==> src/hw/rtl/mtep_pkg.sv <==
// Shared types and constants for the MIDI track event parser.
// Used by mtep_parser and midi_track_event_parser_unit; depends on nothing.
`timescale 1ns / 1ps

package mtep_pkg;

  localparam logic [1:0] FMT_PREFIX = 2'd0;
  localparam logic [1:0] FMT_SMF    = 2'd1;
  localparam logic [1:0] FMT_RAW    = 2'd2;

  localparam logic [7:0] BYTE_ZERO      = 8'h00;
  localparam logic [7:0] PREFIX_DELAY   = 8'hF0;
  localparam logic [7:0] PREFIX_DELAY_HI = 8'hF1;
  localparam logic [7:0] SYSEX_START    = 8'hF0;
  localparam logic [7:0] SYSEX_END      = 8'hF7;
  localparam logic [7:0] META_START     = 8'hFF;
  localparam logic [7:0] SYSTEM_FIRST   = 8'hF0;
  localparam logic [3:0] MARKER_NIBBLE  = 4'hA;
  localparam logic [3:0] PROGRAM_NIBBLE = 4'hC;
  localparam logic [3:0] PRESSURE_NIBBLE = 4'hD;
  localparam logic [7:0] META_TEMPO     = 8'h51;
  localparam logic [7:0] META_END       = 8'h2F;
  localparam logic [31:0] TEMPO_LEN     = 32'd3;
  localparam logic [31:0] MARKER_LEN    = 32'd2;
  localparam logic [23:0] DEFAULT_TEMPO = 24'd500000;

  typedef enum logic [3:0] {
    PH_HEAD   = 4'd0,
    PH_STATUS = 4'd1,
    PH_DELAY  = 4'd2,
    PH_MARK   = 4'd3,
    PH_DATA1  = 4'd4,
    PH_DATA2  = 4'd5,
    PH_MTYPE  = 4'd6,
    PH_MLEN   = 4'd7,
    PH_MBODY  = 4'd8,
    PH_XLEN   = 4'd9,
    PH_XBODY  = 4'd10,
    PH_XWALK  = 4'd11
  } phase_e;

  typedef enum logic [1:0] {
    KIND_CHANNEL = 2'd0,
    KIND_TEMPO   = 2'd1,
    KIND_NOOP    = 2'd2,
    KIND_END     = 2'd3
  } kind_e;

  typedef struct packed {
    phase_e      phase;
    logic [31:0] delta;
    logic [7:0]  sticky_status;
    logic [7:0]  current_status;
    logic [7:0]  first_data;
    logic [7:0]  meta_code;
    logic [31:0] skip_remaining;
    logic [23:0] tempo;
    logic        first_pending;
    logic        ended;
  } state_t;

  typedef struct packed {
    kind_e       kind;
    logic [31:0] delta;
    logic [7:0]  status;
    logic [7:0]  data_one;
    logic [7:0]  data_two;
    logic [23:0] tempo;
    logic        end_follows;
  } result_t;

  localparam state_t STATE_RESET = '{
    phase: PH_HEAD, delta: '0, sticky_status: '0, current_status: '0,
    first_data: '0, meta_code: '0, skip_remaining: '0, tempo: '0,
    first_pending: 1'b1, ended: 1'b0
  };

endpackage

==> src/hw/rtl/mtep_parser.sv <==
// Parser state registers and the per-byte decode step.
// Depends on mtep_pkg for the state, phase and result types.
`timescale 1ns / 1ps

module mtep_parser (
  input  logic              clk_i,
  input  logic              rst_ni,
  input  logic              step_i,
  input  logic [7:0]        byte_i,
  input  logic              sot_i,
  input  logic              last_i,
  input  logic [1:0]        fmt_i,
  output logic              res_valid_o,
  output mtep_pkg::result_t res_o
);

  mtep_pkg::state_t state_q, state_d;

  always_ff @(posedge clk_i or negedge rst_ni) begin
    if (!rst_ni) begin
      state_q <= mtep_pkg::STATE_RESET;
    end else if (step_i) begin
      state_q <= state_d;
    end
  end

  always_comb begin
    mtep_pkg::state_t s;
    logic        do_prefix;
    logic        do_smf;
    logic        do_raw;
    logic        do_data1;
    logic        emit;
    logic        is_channel;
    mtep_pkg::kind_e kind;
    logic [7:0]  est;
    logic [7:0]  ed1;
    logic [7:0]  ed2;
    logic [23:0] etempo;
    logic [31:0] skip_dec;

    s          = sot_i ? mtep_pkg::STATE_RESET : state_q;
    do_prefix  = 1'b0;
    do_smf     = 1'b0;
    do_raw     = 1'b0;
    do_data1   = 1'b0;
    emit       = 1'b0;
    kind       = mtep_pkg::KIND_NOOP;
    est        = '0;
    ed1        = '0;
    ed2        = '0;
    etempo     = '0;
    is_channel = byte_i[7] && (byte_i < mtep_pkg::SYSTEM_FIRST);
    skip_dec   = s.skip_remaining - 32'd1;

    if (!s.ended) begin
      case (s.phase)
        mtep_pkg::PH_HEAD: begin
          if (fmt_i == mtep_pkg::FMT_PREFIX) begin
            do_prefix = 1'b1;
          end else if (fmt_i == mtep_pkg::FMT_RAW && s.first_pending) begin
            s.first_pending = 1'b0;
            s.delta         = '0;
            do_raw          = 1'b1;
          end else begin
            s.first_pending = 1'b0;
            s.delta         = {s.delta[24:0], byte_i[6:0]};
            if (!byte_i[7]) begin
              s.phase = mtep_pkg::PH_STATUS;
            end
          end
        end
        mtep_pkg::PH_STATUS: begin
          if (fmt_i == mtep_pkg::FMT_PREFIX) begin
            do_prefix = 1'b1;
          end else if (fmt_i == mtep_pkg::FMT_RAW) begin
            do_raw = 1'b1;
          end else begin
            do_smf = 1'b1;
          end
        end
        mtep_pkg::PH_DELAY: begin
          s.delta = s.delta + {24'd0, byte_i}
                  + ((s.current_status == mtep_pkg::PREFIX_DELAY_HI) ? 32'd256 : 32'd0);
          s.phase = mtep_pkg::PH_HEAD;
        end
        mtep_pkg::PH_MARK: begin
          s.skip_remaining = skip_dec;
          if (skip_dec == '0) begin
            s.phase = mtep_pkg::PH_HEAD;
          end
        end
        mtep_pkg::PH_DATA1: begin
          do_data1 = 1'b1;
        end
        mtep_pkg::PH_DATA2: begin
          emit = 1'b1;
          kind = mtep_pkg::KIND_CHANNEL;
          est  = s.current_status;
          ed1  = s.first_data;
          ed2  = byte_i;
        end
        mtep_pkg::PH_MTYPE: begin
          s.meta_code      = byte_i;
          s.skip_remaining = '0;
          s.phase          = mtep_pkg::PH_MLEN;
        end
        mtep_pkg::PH_MLEN: begin
          s.skip_remaining = {s.skip_remaining[24:0], byte_i[6:0]};
          if (!byte_i[7]) begin
            if (s.meta_code == mtep_pkg::META_TEMPO &&
                s.skip_remaining != mtep_pkg::TEMPO_LEN) begin
              s.meta_code = '0;
            end
            s.tempo = '0;
            if (s.skip_remaining == '0) begin
              emit = 1'b1;
            end else begin
              s.phase = mtep_pkg::PH_MBODY;
            end
          end
        end
        mtep_pkg::PH_MBODY: begin
          if (s.meta_code == mtep_pkg::META_TEMPO) begin
            s.tempo = {s.tempo[15:0], byte_i};
          end
          s.skip_remaining = skip_dec;
          if (skip_dec == '0) begin
            emit = 1'b1;
          end
        end
        mtep_pkg::PH_XLEN: begin
          s.skip_remaining = {s.skip_remaining[24:0], byte_i[6:0]};
          if (!byte_i[7]) begin
            if (s.skip_remaining == '0) begin
              emit = 1'b1;
            end else begin
              s.phase = mtep_pkg::PH_XBODY;
            end
          end
        end
        mtep_pkg::PH_XBODY: begin
          s.skip_remaining = skip_dec;
          if (skip_dec == '0) begin
            emit = 1'b1;
          end
        end
        mtep_pkg::PH_XWALK: begin
          if (byte_i == mtep_pkg::SYSEX_END) begin
            emit = 1'b1;
          end
        end
        default: begin
          s.delta = '0;
          s.phase = mtep_pkg::PH_HEAD;
        end
      endcase

      // A finished meta event decides its own kind.
      if (emit && (s.phase == mtep_pkg::PH_MLEN || s.phase == mtep_pkg::PH_MBODY)) begin
        if (s.meta_code == mtep_pkg::META_END) begin
          kind = mtep_pkg::KIND_END;
        end else if (s.meta_code == mtep_pkg::META_TEMPO) begin
          kind   = mtep_pkg::KIND_TEMPO;
          etempo = (s.tempo == '0) ? mtep_pkg::DEFAULT_TEMPO : s.tempo;
        end
      end

      if (do_prefix) begin
        if (byte_i == mtep_pkg::PREFIX_DELAY || byte_i == mtep_pkg::PREFIX_DELAY_HI) begin
          s.current_status = byte_i;
          s.phase          = mtep_pkg::PH_DELAY;
        end else if (byte_i == mtep_pkg::META_START || byte_i == mtep_pkg::BYTE_ZERO) begin
          emit = 1'b1;
          kind = mtep_pkg::KIND_END;
        end else if (byte_i[7:4] == mtep_pkg::MARKER_NIBBLE) begin
          s.skip_remaining = mtep_pkg::MARKER_LEN;
          s.phase          = mtep_pkg::PH_MARK;
        end else if (!byte_i[7]) begin
          s.phase = mtep_pkg::PH_HEAD;
        end else begin
          s.current_status = byte_i;
          s.phase          = mtep_pkg::PH_DATA1;
        end
      end

      if (do_smf || do_raw) begin
        if (is_channel) begin
          s.sticky_status  = byte_i;
          s.current_status = byte_i;
          s.phase          = mtep_pkg::PH_DATA1;
        end else if (byte_i == mtep_pkg::SYSEX_START || byte_i == mtep_pkg::SYSEX_END) begin
          s.sticky_status = '0;
          if (do_raw) begin
            s.phase = mtep_pkg::PH_XWALK;
          end else begin
            s.skip_remaining = '0;
            s.phase          = mtep_pkg::PH_XLEN;
          end
        end else if (byte_i == mtep_pkg::META_START) begin
          if (do_raw) begin
            emit = 1'b1;
            kind = mtep_pkg::KIND_END;
          end else begin
            s.sticky_status = '0;
            s.phase         = mtep_pkg::PH_MTYPE;
          end
        end else if (byte_i[7]) begin
          s.sticky_status = '0;
          s.delta         = '0;
          s.phase         = mtep_pkg::PH_HEAD;
        end else if (s.sticky_status != '0) begin
          s.current_status = s.sticky_status;
          do_data1         = 1'b1;
        end else if (do_raw) begin
          emit = 1'b1;
          kind = mtep_pkg::KIND_END;
        end else begin
          s.delta = {24'd0, byte_i};
          s.phase = mtep_pkg::PH_STATUS;
        end
      end

      if (do_data1) begin
        s.first_data = byte_i;
        if (s.current_status[7:4] == mtep_pkg::PROGRAM_NIBBLE ||
            s.current_status[7:4] == mtep_pkg::PRESSURE_NIBBLE) begin
          emit = 1'b1;
          kind = mtep_pkg::KIND_CHANNEL;
          est  = s.current_status;
          ed1  = byte_i;
        end else begin
          s.phase = mtep_pkg::PH_DATA2;
        end
      end

      if (!emit && last_i) begin
        emit = 1'b1;
        kind = (s.phase == mtep_pkg::PH_XWALK) ? mtep_pkg::KIND_NOOP : mtep_pkg::KIND_END;
      end
    end

    res_o.kind        = kind;
    res_o.delta       = s.delta;
    res_o.status      = est;
    res_o.data_one    = ed1;
    res_o.data_two    = ed2;
    res_o.tempo       = etempo;
    res_o.end_follows = last_i;
    res_valid_o       = emit;

    if (emit) begin
      s.delta = '0;
      s.phase = mtep_pkg::PH_HEAD;
      if (kind == mtep_pkg::KIND_END || last_i) begin
        s.ended = 1'b1;
      end
    end
    state_d = s;
  end

  assert property (@(posedge clk_i) disable iff (!rst_ni)
    step_i && last_i |=> state_q.ended)
    else $error("Track not marked ended after its last byte.");

  assert property (@(posedge clk_i) disable iff (!rst_ni)
    step_i && res_valid_o && res_o.kind == mtep_pkg::KIND_END |=> state_q.ended)
    else $error("End of track event did not end the track.");

  assert property (@(posedge clk_i) disable iff (!rst_ni)
    step_i && !sot_i && state_q.ended |-> !res_valid_o)
    else $error("Event produced after the track ended.");

  assert property (@(posedge clk_i) disable iff (!rst_ni)
    step_i && res_valid_o |=> state_q.delta == '0 && state_q.phase == mtep_pkg::PH_HEAD)
    else $error("Delta or phase not cleared after an event.");

endmodule

==> src/hw/rtl/midi_track_event_parser_unit.sv <==
// Top level of the MIDI track event parser: input register, format register,
// output register. Depends on mtep_pkg and mtep_parser.
//
//   Channel  Direction  Handshake                     Carries
//   s_axis   in         s_axis_tvalid/s_axis_tready   track byte, start flag, last flag
//   m_axis   out        m_axis_tvalid/m_axis_tready   one decoded event
//   cfg      in         cfg_valid_i/cfg_ready_o       track_format
//
// One track byte is accepted per cycle while m_axis does not stall. A byte is
// decoded while it sits in the input register, and its event, if any, is held in
// the output register and valid on m_axis. A byte that finishes no event leaves
// nothing on m_axis. Reset sets the format to standard MIDI track and the parser
// to track start. When m_axis stalls, the held event and one held input byte fill
// up, then s_axis_tready drops until the event is taken.
`timescale 1ns / 1ps

module midi_track_event_parser_unit (
  input  logic        clk_i,
  input  logic        rst_ni,
  input  logic        s_axis_tvalid,
  output logic        s_axis_tready,
  input  logic [7:0]  s_axis_tdata,   // track_byte
  input  logic        s_axis_tuser,   // start_of_track
  input  logic        s_axis_tlast,   // last_byte
  output logic        m_axis_tvalid,
  input  logic        m_axis_tready,
  output logic [79:0] m_axis_tdata,   // event delta, status_byte, data_one,
                                      // data_two, tempo_us_per_quarter
  output logic [1:0]  m_axis_tuser,   // event_kind
  output logic        m_axis_tlast,   // end_follows
  input  logic        cfg_valid_i,
  output logic        cfg_ready_o,
  input  logic [1:0]  cfg_data_i
);

  logic              in_valid_q, in_valid_d;
  logic [7:0]        in_byte_q;
  logic              in_sot_q;
  logic              in_last_q;
  logic              out_valid_q, out_valid_d;
  mtep_pkg::result_t out_q;
  logic [1:0]        fmt_q;
  logic              advance;
  logic              res_valid;
  mtep_pkg::result_t res;

  assign cfg_ready_o   = 1'b1;
  assign advance       = in_valid_q && (!out_valid_q || m_axis_tready);
  assign s_axis_tready = !in_valid_q || advance;
  assign in_valid_d    = s_axis_tvalid || (in_valid_q && !advance);

  always_comb begin
    out_valid_d = out_valid_q && !m_axis_tready;
    if (advance) begin
      out_valid_d = res_valid;
    end
  end

  always_ff @(posedge clk_i or negedge rst_ni) begin
    if (!rst_ni) begin
      in_valid_q  <= 1'b0;
      out_valid_q <= 1'b0;
      fmt_q       <= mtep_pkg::FMT_SMF;
    end else begin
      if (s_axis_tready) begin
        in_valid_q <= in_valid_d;
      end
      out_valid_q <= out_valid_d;
      if (cfg_valid_i) begin
        fmt_q <= cfg_data_i;
      end
    end
  end

  always_ff @(posedge clk_i) begin
    if (s_axis_tvalid && s_axis_tready) begin
      in_byte_q <= s_axis_tdata;
      in_sot_q  <= s_axis_tuser;
      in_last_q <= s_axis_tlast;
    end
    if (advance && res_valid) begin
      out_q <= res;
    end
  end

  mtep_parser u_parser (
    .clk_i       (clk_i),
    .rst_ni      (rst_ni),
    .step_i      (advance),
    .byte_i      (in_byte_q),
    .sot_i       (in_sot_q),
    .last_i      (in_last_q),
    .fmt_i       (fmt_q),
    .res_valid_o (res_valid),
    .res_o       (res)
  );

  assign m_axis_tvalid = out_valid_q;
  assign m_axis_tdata  = {out_q.tempo, out_q.data_two, out_q.data_one,
                          out_q.status, out_q.delta};
  assign m_axis_tuser  = out_q.kind;
  assign m_axis_tlast  = out_q.end_follows;

endmodule
==> config.mk <==
export PLATFORM = sky130hd
export DESIGN_NAME = midi_track_event_parser_unit
export DESIGN_NICKNAME = d
export VERILOG_FILES = /design/src/hw/rtl/mtep_pkg.sv /design/src/hw/rtl/mtep_parser.sv /design/src/hw/rtl/midi_track_event_parser_unit.sv
export SDC_FILE = /design/constraint.sdc
export NUM_CORES = 1
export LEC_CHECK = 0
export BUFFER_PORTS_ARGS = -buffer_cell sky130_fd_sc_hd__buf_4
export CORE_ASPECT_RATIO = 0.7
export CORE_MARGIN = 4
export CORE_UTILIZATION = 23
export CTS_CLUSTER_DIAMETER = 120
export DETAILED_ROUTE_END_ITERATION = 10
export MAX_ROUTING_LAYER = met4
export PLACE_DENSITY = 0.48
export SETUP_SLACK_MARGIN = 0.2
export SYNTH_ARGS = -nofsm -noshare
export SYNTH_HDL_FRONTEND = slang
export SYNTH_SLANG_ARGS = --single-unit
==> constraint.sdc <==
create_clock -name clk_i -period 9 [get_ports clk_i]
set_clock_uncertainty 0.2 [all_clocks]
set_input_delay 1.8 -clock clk_i [delete_from_list [all_inputs] [get_ports clk_i]]
set_output_delay 1.8 -clock clk_i [all_outputs]
set_load 0.02 [all_outputs]
After elaboration in Yosys (flattened, before gate mapping) --
Index checks and enable logic that the tools add are counted.
Operators by class: order comparisons 1, reductions and logical operators 41, bitwise operators 3, $add $sub $neg 3, eq/ne operators 28, muxes and demuxes 143
Operator list (number):
- 32-bit 2-to-1 mux | 12
- 32-bit case mux with 3 select lines | 2
- 8-bit 2-to-1 mux | 23
- 36-bit 2-to-1 mux | 5
- 126-bit 2-to-1 mux | 1
- 125-bit 2-to-1 mux | 1
- 52-bit 2-to-1 mux | 2
- 4-bit 2-to-1 mux | 19
- 24-bit 2-to-1 mux | 3
- 32-bit logical NOT | 2
- 24-bit case mux with 2 select lines | 1
- 1-bit 2-to-1 mux | 46
- 8-bit == test (second input constant) | 5
- 2-bit 2-to-1 mux | 20
- 4-bit == test (second input constant) | 9
- 32-bit adder | 1
- 32-bit by 8-bit adder with 32-bit output | 1
- 32-bit by 2-bit inequality test with 1-bit output (second input constant) | 1
- 32-bit by 1-bit subtractor with 32-bit output (second input constant) | 1
- 24-bit logical NOT | 1
- 4-bit case mux with 6 select lines | 1
- 4-bit by 3-bit == test with 1-bit output (second input constant) | 5
- 19-bit 2-to-1 mux | 1
- 8-bit by 7-bit == test with 1-bit output (second input constant) | 2
- other kinds (25) | 54
Storage, ports and cells: register bits 223, output and inout port bits 86, word-level logic and storage cells 243

Longest topological paths before layout --
depth in word-level cells 30, depth in mapped cells 21

By module --
A second synthesis with hierarchy kept.
Second synthesis, totals: cells, all modules 1514, area, all modules 13683.1 um^2
By module, submodules not included:
- mtep_parser | seq. area each 3154.3 um^2, cells each 1405, area an instance 10694.0 um^2, times used 1
- midi_track_event_parser_unit | seq. area each 2894.0 um^2, cells each 109, area an instance 2989.1 um^2, times used 1

Least setup slack after synthesis --
No wires, ideal clock.
path kind register to register, from register in_sot_q, to register out_q (netlist bit m_axis_tdata[0]), enable pin, required time 8.275 ns, data arrival time 8.500 ns, cell stages (with the launch flop) 21, setup slack -0.226 ns, period minus slack after synthesis 9.226 ns, path through edfxtp_1 clkbuf_1 clkbuf_1 buf_2 clkbuf_1 buf_2 buf_1 buf_1 nor2b_1 inv_1 ha_1 clkbuf_1 o21ai_0 buf_2 a211oi_1 nand3b_1 a2111oi_0 nand4_1 o31ai_4 o31ai_2 nor2_1
Between the ends: word-level cells in the longest chain between the ends 24
Ends and longest elaborated chain:
- start, declared | RTL line midi_track_event_parser_unit.sv:38 | logic in_sot_q;
- start signal, assigned | RTL line midi_track_event_parser_unit.sv:78 | in_sot_q <= s_axis_tuser;
- 126-bit 2-to-1 mux * | RTL line mtep_parser.sv:42 | s = sot_i ? mtep_pkg::STATE_RESET : state_q;
- 32-bit by 1-bit subtractor with 32-bit output / 32-bit logical NOT (equally long branches) | RTL line mtep_parser.sv:54, mtep_parser.sv:116, mtep_parser.sv:135
- 32-bit logical NOT / 1-bit 2-to-1 mux (equally long branches)
- 1-bit 2-to-1 mux (on tied branches) | RTL line mtep_parser.sv:128, mtep_parser.sv:144, mtep_parser.sv:134
- 1-bit case mux with 4 select lines | RTL line mtep_parser.sv:57 | case (s.phase)
- 1-bit 2-to-1 mux | RTL line mtep_parser.sv:56 | if (!s.ended) begin
- 1-bit 2-to-1 mux | RTL line mtep_parser.sv:173 | end else if (byte_i == mtep_pkg::META_START || byte_i == mtep_pkg::BYTE_ZERO) begin
- 1-bit 2-to-1 mux | RTL line mtep_parser.sv:170 | if (byte_i == mtep_pkg::PREFIX_DELAY || byte_i == mtep_pkg::PREFIX_DELAY_HI) begin
- (+8 left out)
- 1-bit 2-to-1 mux | RTL line mtep_parser.sv:226 | if (s.current_status[7:4] == mtep_pkg::PROGRAM_NIBBLE ||
- 1-bit 2-to-1 mux | RTL line mtep_parser.sv:224 | if (do_data1) begin
- 1-bit 2-to-1 mux | RTL line mtep_parser.sv:56
- 1-bit logical NOT | RTL line mtep_parser.sv:237 | if (!emit && last_i) begin
- 1-bit logical AND | RTL line mtep_parser.sv:237
- 1-bit 2-to-1 mux | RTL line mtep_parser.sv:237
- 1-bit 2-to-1 mux * | RTL line mtep_parser.sv:56
- 1-bit logical AND * | RTL line midi_track_event_parser_unit.sv:81 | if (advance && res_valid) begin
- end signal, assigned | RTL line midi_track_event_parser_unit.sv:82 | out_q <= res;
- end, declared | RTL line midi_track_event_parser_unit.sv:41 | mtep_pkg::result_t out_q;
Mark *: on every way between the ends. The rest lies on a longest branch, timed or not. The select of a mux whose other input is x is not followed. A chain may end at the register's enable or synchronous reset.

Worst setup path in the final report --
from register in_sot_q, to register out_q (netlist bit m_axis_tdata[25]), enable pin
The elaborated chain is that of the path after synthesis.

==> impl_metrics.toml <==
[run_status]
status = "finished, final reports clean"

[setup_path]
timing.critical_path.to_type = "flop"
timing.critical_path.required_ns = 8.98
path_class = "flop to flop"
crit_path_start_kind = "flop"
timing.reg2reg.setup_slack_ns = 3.06
critical_path_arrival_ns = 5.92
critical_path_peak_fanout = 44

[placed_design]
hpwlAfterDp_um = 34900
port_buffers = 101
pre_cts_ws_ns = 3.07
weighted_congestion_reported_at_the_end_of_routability_driven_placement = 0.925
placed_cells_incl_taps = 2291
placed_cell_area_um2 = 15100

[floorplanning]
rows = 74
core_region_area_um2 = 58300
num_io_pins = 103
die_x_um = 298
initial_utilization_pct = 23.3
die_area_um2 = 63000
die_y_um = 211

[sta]
timing.setup.tns_ns = 0
relSlewSlack_pct = 16.2
share_of_the_cycle_needed_by_the_critical_path_after_routing_pct = 65.9
finalCriticalPeriod_ns = 5.94
worst-slew-pin-transition_ns = 1.25
final.setup.worst_slack_ns = 3.06
fin_worst_hold_slack_ns = 0.289
slew_violations = 0
final_count_of_negative_setup_slack_endpoints = 0
max_clock_freq_mhz = 168
setup_repair_after_global_routing_missed_its_margin = "false"
final-hold-violation-count = 0

[logic_synthesis]
ys_top_cells_by_count = "sky130_fd_sc_hd__nand2_1 (193), sky130_fd_sc_hd__o21ai_0 (132), sky130_fd_sc_hd__dfrtp_1 (128)"
syn-mean-instance-area_um2 = 9.00
ys_seq_area_share_pct = 44.6
synth_edf_count = 93
number_of_nets_in_the_synthesized_netlist = 1537
synthesis.instances = 1508
post_synth_num_cell_types = 88
yosysMostFrequentCell = "sky130_fd_sc_hd__nand2_1"
synth_top_cells_by_area = "sky130_fd_sc_hd__dfrtp_1 (24%), sky130_fd_sc_hd__edfxtp_1 (21%), sky130_fd_sc_hd__nand2_1 (5.3%)"
synthFlopType = "sky130_fd_sc_hd__dfrtp_1"
synthesis.yosys.warnings = 0
ys_seq_elements = 223
mappedNetlistArea_um2 = 13600
synth_top_cell_area_share_pct = 23.6
async_reset_ff_share_pct = 58.3
yosysTopAreaCell = "sky130_fd_sc_hd__dfrtp_1"

[layout]
drive_above_1_share_pct = 14.1
utilization_pct = 27.4
filler_free_cell_count_of_the_finished_design = 2341
layout-area-overhead-vs-synth_pct = 17.8
layout.nets = 1588
fillers = 6209
design_area_um2 = 16000

[grt]
grt_pass1_vias = 12400
global_route.overflow_total = 0
grt_start_max_net_pins = 85
first_pass_grt_wire_length_um = 78500
grtUsageTotal_pct = 16.2
initial_antenna_violation_count = 2

[clock_tree]
worst_skew_pair.late_latency_ns = 0.56
cts_buffers = 26
clk_pin_slew_worst_paths_ns = 0.06
cts_tree = "built"
h-tree-depth = 1
clk_path_buf_depth = 3
clock_root_buffer = "sky130_fd_sc_hd__clkbuf_16"
hold_buffers = 0
clock_sink_count = 223
cts.repair.resized = 0
post-cts-setup-buffer-count = 0

[power]
vdd.ir_drop.worst_mv = 0.136
overall_power_after_layout_mw = 3.16
leakagePower_nw = 6.12
pd_cells_nw_per_um2 = 197

[routing]
per_cell_routed_wire_length_um = 21.8
ant_nets = 0
vias_per_cell = 5.51
detailedRoute.firstPassIterationCount = 8
drt_iter0_drc = 1578
drcViolationCount = 0
vias = 12900
detail_route.wirelength_um = 51000

[worst_hold_path]
timing.hold.worst.class = "flop to flop"

[flow_run]
drv.max_cap_violation_count = 0
-- cell families (layout without fill, tap and decap cells) --
logic type / after synthesis / after routing / synth area share, %
AO/OA/AOI/OAI: 532 / 532 / 27.2
XOR/XNOR: 32 / 32 / 2.07
adder cells (fa/ha/maj): 13 / 13 / 1.24
buffers and inverters: 141 / 212 / 4.12
flip-flops: 223 / 223 / 44.6
multiplexers: 6 / 6 / 0.461
other: 1 / 3 / 0.0276
AND/OR/NAND/NOR: 560 / 560 / 20.3
-- critical path, stage by stage (launching register included) --
cell and delay [ns]:
sky130_fd_sc_hd__edfxtp_1 0.35, sky130_fd_sc_hd__buf_4 0.40, sky130_fd_sc_hd__clkinv_1 0.18, sky130_fd_sc_hd__nand2_1 0.14, sky130_fd_sc_hd__ha_1 0.47, sky130_fd_sc_hd__o21ai_0 0.16, sky130_fd_sc_hd__buf_4 0.21, sky130_fd_sc_hd__a211oi_1 0.74
sky130_fd_sc_hd__nand3b_1 0.14, sky130_fd_sc_hd__a2111oi_0 0.58, sky130_fd_sc_hd__nand4_1 0.31, sky130_fd_sc_hd__o31ai_4 0.60, sky130_fd_sc_hd__o31ai_2 0.31, sky130_fd_sc_hd__nor2_4 0.19, sky130_fd_sc_hd__buf_4 0.50
-- cell type report --
| cell class | count | area [um^2] | share of cell area (%) |
|---|---|---|---|
| clock inverter | 17 | 158 | 0.986 |
| antenna | 2 | 5.00 | 0.0313 |
| clock buffer | 31 | 679 | 4.25 |
| inverter | 25 | 93.8 | 0.587 |
| timing repair buffer | 139 | 1050 | 6.55 |
| tap | 760 | 951 | 5.95 |
| multi-input combinational | 1144 | 7010 | 43.8 |
| sequential | 223 | 6050 | 37.8 |
-- per-layer routing --
metal / vias to the layer above / global-route usage, % / wire length, um
met5: - / - / 0
met4: 0 / 3.16 / 958
met3: 79 / 3.53 / 4360
met2: 588 / 22.5 / 20900
met1: 6399 / 24.1 / 24800
li1: 5835 / - / -
-- power breakdown --
part | total (mW) | internal, mW | switching, mW | leakage [nW]
Clock | 1.05 | 0.599 | 0.454 | 0.397
Sequential | 1.27 | 1.17 | 0.0967 | 2.67
Combinational | 0.835 | 0.271 | 0.564 | 3.06
-- cell usage in the layout (no fill, tap or decap), types with 10 or more instances in the layout --
| master | count |
|---|---|
| sky130_fd_sc_hd__a21oi_1 | 81 |
| sky130_fd_sc_hd__nor2b_1 | 25 |
| sky130_fd_sc_hd__buf_4 | 138 |
| sky130_fd_sc_hd__or3_1 | 12 |
| sky130_fd_sc_hd__nor2_1 | 116 |
| sky130_fd_sc_hd__a32oi_1 | 10 |
| sky130_fd_sc_hd__xor2_1 | 15 |
| sky130_fd_sc_hd__and2_1 | 19 |
| sky130_fd_sc_hd__o22ai_1 | 15 |
| sky130_fd_sc_hd__clkbuf_16 | 26 |
| sky130_fd_sc_hd__edfxtp_1 | 93 |
| sky130_fd_sc_hd__nor3_1 | 41 |
| sky130_fd_sc_hd__a31oi_1 | 17 |
| sky130_fd_sc_hd__a22oi_1 | 50 |
| sky130_fd_sc_hd__nor4_1 | 21 |
| sky130_fd_sc_hd__a21o_1 | 16 |
| sky130_fd_sc_hd__a22o_1 | 71 |
| sky130_fd_sc_hd__inv_1 | 24 |
| sky130_fd_sc_hd__and3_1 | 16 |
| sky130_fd_sc_hd__dfrtp_1 | 128 |
| sky130_fd_sc_hd__nand4_1 | 14 |
| sky130_fd_sc_hd__ha_1 | 11 |
| sky130_fd_sc_hd__o21a_1 | 11 |
| sky130_fd_sc_hd__nand3_1 | 41 |
| sky130_fd_sc_hd__a31o_2 | 13 |
| sky130_fd_sc_hd__nand2_1 | 192 |
| sky130_fd_sc_hd__o21ai_0 | 132 |
| sky130_fd_sc_hd__nand2b_1 | 10 |
| sky130_fd_sc_hd__xnor2_1 | 17 |
-- flip-flops by register name, indices dropped and copies added (netlist names), 2 cells and up --
| signal | flops |
|---|---|
| in_byte_q | 8 |
| m_axis_tuser | 2 |
| m_axis_tdata | 80 |
| u_parser.state_q | 126 |
| fmt_q | 2 |
-- worst paths after layout --
kind / endpoint / cells past startpoint / from
worst max-delay path: m_axis_tdata[25] / 14 / in_sot_q
worst min-delay path: u_parser.state_q[74] / 2 / u_parser.state_q[74]
worst max register to register: m_axis_tdata[25] / 14 / in_sot_q
worst min register to register: u_parser.state_q[74] / 2 / u_parser.state_q[74]
max in group asynchronous: u_parser.state_q[119] / 2 / rst_ni
min in group asynchronous: u_parser.state_q[6] / 1 / rst_ni
Power figures use the tool's default switching activity.
